===== src/rtl/hj_pkg.sv =====
// Shared constants for the homography Jacobian block.
`timescale 1ns / 1ps
package hj_pkg;
  localparam int LANES     = 4;
  localparam int LOC_FRAC  = 8;
  localparam int SCALE_SH  = 24;
  localparam int QBITS     = 32;
  localparam int OUT_W     = 32;
  localparam int CFG_W     = 32;
  localparam logic [OUT_W-1:0] OUT_MAX = {1'b0, {(OUT_W-1){1'b1}}};
  localparam logic [OUT_W-1:0] OUT_MIN = {1'b1, {(OUT_W-1){1'b0}}};

  typedef struct packed {
    logic valid;
    logic ready;
  } hj_link_t;
endpackage


===== src/rtl/hj_queue.sv =====
// Small register FIFO between front and back pipelines.
`timescale 1ns / 1ps
module hj_queue import hj_pkg::*; #(
  parameter int WIDTH = 8,
  parameter int DEPTH = 4
) (
  input  logic             clk,
  input  logic             rst,
  input  logic             push,
  input  logic [WIDTH-1:0] push_data,
  output logic             full,
  input  logic             pop,
  output logic [WIDTH-1:0] pop_data,
  output logic             empty
);
  localparam int AW = (DEPTH > 1) ? $clog2(DEPTH) : 1;

  logic [WIDTH-1:0] mem [DEPTH];
  logic [AW-1:0]    wr_ptr;
  logic [AW-1:0]    rd_ptr;
  logic [AW:0]      count;
  logic             do_push;
  logic             do_pop;

  assign full     = (count == (AW+1)'(DEPTH));
  assign empty    = (count == '0);
  assign do_push  = push && !full;
  assign do_pop   = pop && !empty;
  assign pop_data = mem[rd_ptr];

  always_ff @(posedge clk) begin
    if (do_push) begin
      mem[wr_ptr] <= push_data;
    end
  end

  always_ff @(posedge clk) begin
    if (rst) begin
      wr_ptr <= '0;
      rd_ptr <= '0;
      count  <= '0;
    end else begin
      if (do_push) begin
        wr_ptr <= (wr_ptr == AW'(DEPTH - 1)) ? '0 : wr_ptr + 1'b1;
      end
      if (do_pop) begin
        rd_ptr <= (rd_ptr == AW'(DEPTH - 1)) ? '0 : rd_ptr + 1'b1;
      end
      if (do_push && !do_pop) begin
        count <= count + 1'b1;
      end else if (do_pop && !do_push) begin
        count <= count - 1'b1;
      end
    end
  end
endmodule


===== config.mk =====
export PLATFORM = sky130hd
export DESIGN_NAME = hj_queue
export DESIGN_NICKNAME = d
export VERILOG_FILES = /design/src/rtl/hj_pkg.sv /design/src/rtl/hj_queue.sv
export SDC_FILE = /design/constraint.sdc
export NUM_CORES = 1
export LEC_CHECK = 0
export BUFFER_PORTS_ARGS = -buffer_cell sky130_fd_sc_hd__buf_2
export CORE_MARGIN = 10
export CORE_UTILIZATION = 35
export CTS_CLUSTER_DIAMETER = 30
export CTS_CLUSTER_SIZE = 25
export DETAILED_ROUTE_END_ITERATION = 8
export GPL_ROUTABILITY_DRIVEN = 0
export PLACE_DENSITY = 0.52
export SETUP_SLACK_MARGIN = 0.2
export SLEW_MARGIN = 0
export SYNTH_ARGS = -nofsm -noshare
export SYNTH_HDL_FRONTEND = slang
export SYNTH_SLANG_ARGS = --single-unit
export TNS_END_PERCENT = 20

===== constraint.sdc =====
create_clock -name clk -period 2.05 [get_ports clk]
set_input_delay 0.1025 -clock clk [delete_from_list [all_inputs] [get_ports clk]]
set_output_delay 0.1025 -clock clk [all_outputs]
set_load 0.01 [all_outputs]

==> reports/metrics.yaml <==
io_buffers: 21
synth_area_sq_um: 1650
crit_arrival_ps: 2170
dp_hpwl_um: 2110
dr.pass1.iters: 4
grt_pass1_wl_um: 4690
syn_to_final_growth_pct: 20.5
crit_path_top_delay_cell: "dfxtp_2"
overflow: 0
drtIter0Drc: 50
post_drt_via_cell_ratio: 4.87
setup_viol: 0
num_rows: 24
status: "completed"
cp.required_ps: 2270
initial_utilization_pct: 37.0
die_x_um: 88.6
syn-num-nets: 111
grtUsageTotal_pct: 8.19
slew_headroom_pct: 73.1
synth_area_leaders: "edfxtp_1 (58%), dfxtp_1 (11%), mux4_2 (11%)"
maxSlewViolCount: 0
ant_nets: 0
cts-root-buf: "clkbuf_8"
yosys_register_bits: 41
critPathKind: "flip-flop to flip-flop"
clk_path_buf_depth: 2
post_synth.cell_area_avg_sq_um: 17.9
maxCapViolCount: 0
p_per_area_nw_per_um2: 1150
io_pins: 22
leakage_nw: 0.733
clkSinkCount: 41
slowest_delay_ps: 330
post-route-drc-count: 0
cp_num_buf_inv: 2
max_freq_ghz: 0.513
die-area_sq_um: 7840
cp_cell_sequence: "buf_6 -> o31ai_4 -> ha_4 -> inv_2 -> fa_2 -> xor2_1 -> or3_4 -> a21oi_2"
rsz0062_at_grt: "true"
final_common_cell: "edfxtp_1"
hold_class: "input pin to flip-flop"
synthDominantCellAreaShare_pct: 58.4
fin_crit_sh_pct: 95.0
vdd_drop_max_mv: 0.512
crit_fanout: 4
cp-end-kind: "flip-flop"
antenna_found_initial: 0
setup_tns_ps: 0
nNetsFinal: 142
finalHoldViolCount: 0
path_clk_slew_ps: 70
worst_slew_pin_slew_ps: 403
numCtsBuffers: 5
die_h_um: 88.6
seq_area_frac_synth_pct: 69.4
synth_top_area_cell: "edfxtp_1"
fin_skew_ps: 5.81
synth.distinct_cells: 26
synth_warnings: 0
grt_max_degree: 14
total_power_mw: 2.28
wl_um: 2950
clk_latency_ps: 290
htree_levels: 2
wl_per_cell_um: 16.7
core_sq_um: 4440
drive_gt1_share_pct: 48.4
start_kind: "flip-flop"
grt_pass1_vias: 973
antenna_cells: 0
final_util_pct: 44.6
cts_tree: "yes"
crit_family: "adder cells"
min_period_ps: 1950
final_cell_mix: "edfxtp_1 (32), buf_2 (21), mux4_2 (8), dfxtp_1 (6), buf_4 (6)"
netlist_instances: 92
vias: 857
==> per-stage QoR <==
stage	setup WS (ps)	hold slack [ps]	std cells	cell area, sq um
6_report	102	26.5	176	1980
5_1_grt	47.4	12.6	176	1980
4_1_cts	95.8	24.1	175	1970
3_5_place_dp	-14.4	324	165	1840
3_3_place_gp	46.6	313	165	1840
2_1_floorplan	49.0	201	92	1670
==> registers in the layout (all words and copies together), names as in the netlist, named ones only <==
name    cells
mem        32
rd_ptr      2
wr_ptr      2
count       3
==> worst register-to-register path: stages, from the launching register on <==
cell	delay, ps
dfxtp_2	330
buf_6	120
o31ai_4	280
ha_4	180
inv_2	30
fa_2	320
xor2_1	160
or3_4	330
a21oi_2	130
==> Yosys cell counts <==
master / n
nand2_1: 1
or3_1: 1
clkbuf_1: 1
clkinv_4: 1
or3b_1: 1
fa_1: 1
dfxtp_1: 9
nor2_2: 1
nor3_1: 2
nand3_1: 2
inv_1: 4
and3_2: 4
edfxtp_1: 32
buf_2: 1
mux2i_1: 2
o21ai_0: 1
xor2_1: 2
or3_2: 1
ha_1: 6
o31ai_2: 2
mux4_2: 8
o21ai_1: 1
nor2_1: 3
buf_1: 1
buf_6: 1
a21oi_1: 3
==> kinds of logic (layout without fill, tap and decap cells) <==
family / count (synthesis) / count (layout) / share of synthesized area, %
flip-flops: 41 / 41 / 69.4
AND/OR/NAND/NOR: 16 / 16 / 5.70
multiplexers: 10 / 10 / 12.2
buffers and inverters: 9 / 41 / 2.89
adder cells (fa/ha/maj): 7 / 7 / 5.78
AO/OA/AOI/OAI: 7 / 7 / 3.04
XOR/XNOR: 2 / 2 / 1.06
==> metal layers <==
metal	wire (um)	track usage (%)	vias to the layer above
met1	1170	8.62	412
met2	1480	13.6	29
met4	41	3.08	0
li1	-	-	411
met3	255	4.41	5
met5	0	0	-
==> final timing paths <==
check,slack [ps],depth (start not counted),start,endpoint
setup reg to reg,100,8,count[2]$_SDFFE_PP0P_,count[2]$_SDFFE_PP0P_
hold reg to reg,500,2,rd_ptr[0]$_SDFFE_PP0P_,rd_ptr[0]$_SDFFE_PP0P_
hold / removal,30,1,push_data[2],mem[3][2]$_DFFE_PP_
setup / recovery,100,8,count[2]$_SDFFE_PP0P_,count[2]$_SDFFE_PP0P_
==> power by group <==
part	internal [mW]	switching [mW]	total, mW
registers	1.02	0.0729	1.10
logic	0.361	0.320	0.681
clock network	0.235	0.269	0.504
==> what timing repair did <==
| action | 4_1_cts | 5_1_grt |
|---|---|---|
| setup buffers | 2 | 1 |
| gates cloned | 0 | 0 |
| gates resized for setup | 5 | 0 |
| hold buffers | 0 | 0 |
| endpoints found under the setup margin | 2 | 2 |
| pin swaps | 6 | 1 |
==> area by class of cell <==
type                            count  area, sq um
Timing Repair Buffer               28          161
Sequential cell                    41         1150
Clock buffer                        5         68.8
Clock inverter                      3         17.5
Multi-Input combinational cell     42          495
Fill cell                         407         2460
Inverter                            5         23.8
Tap cell                           52         65.1
Note: power is estimated with default switching activity, not from simulation.
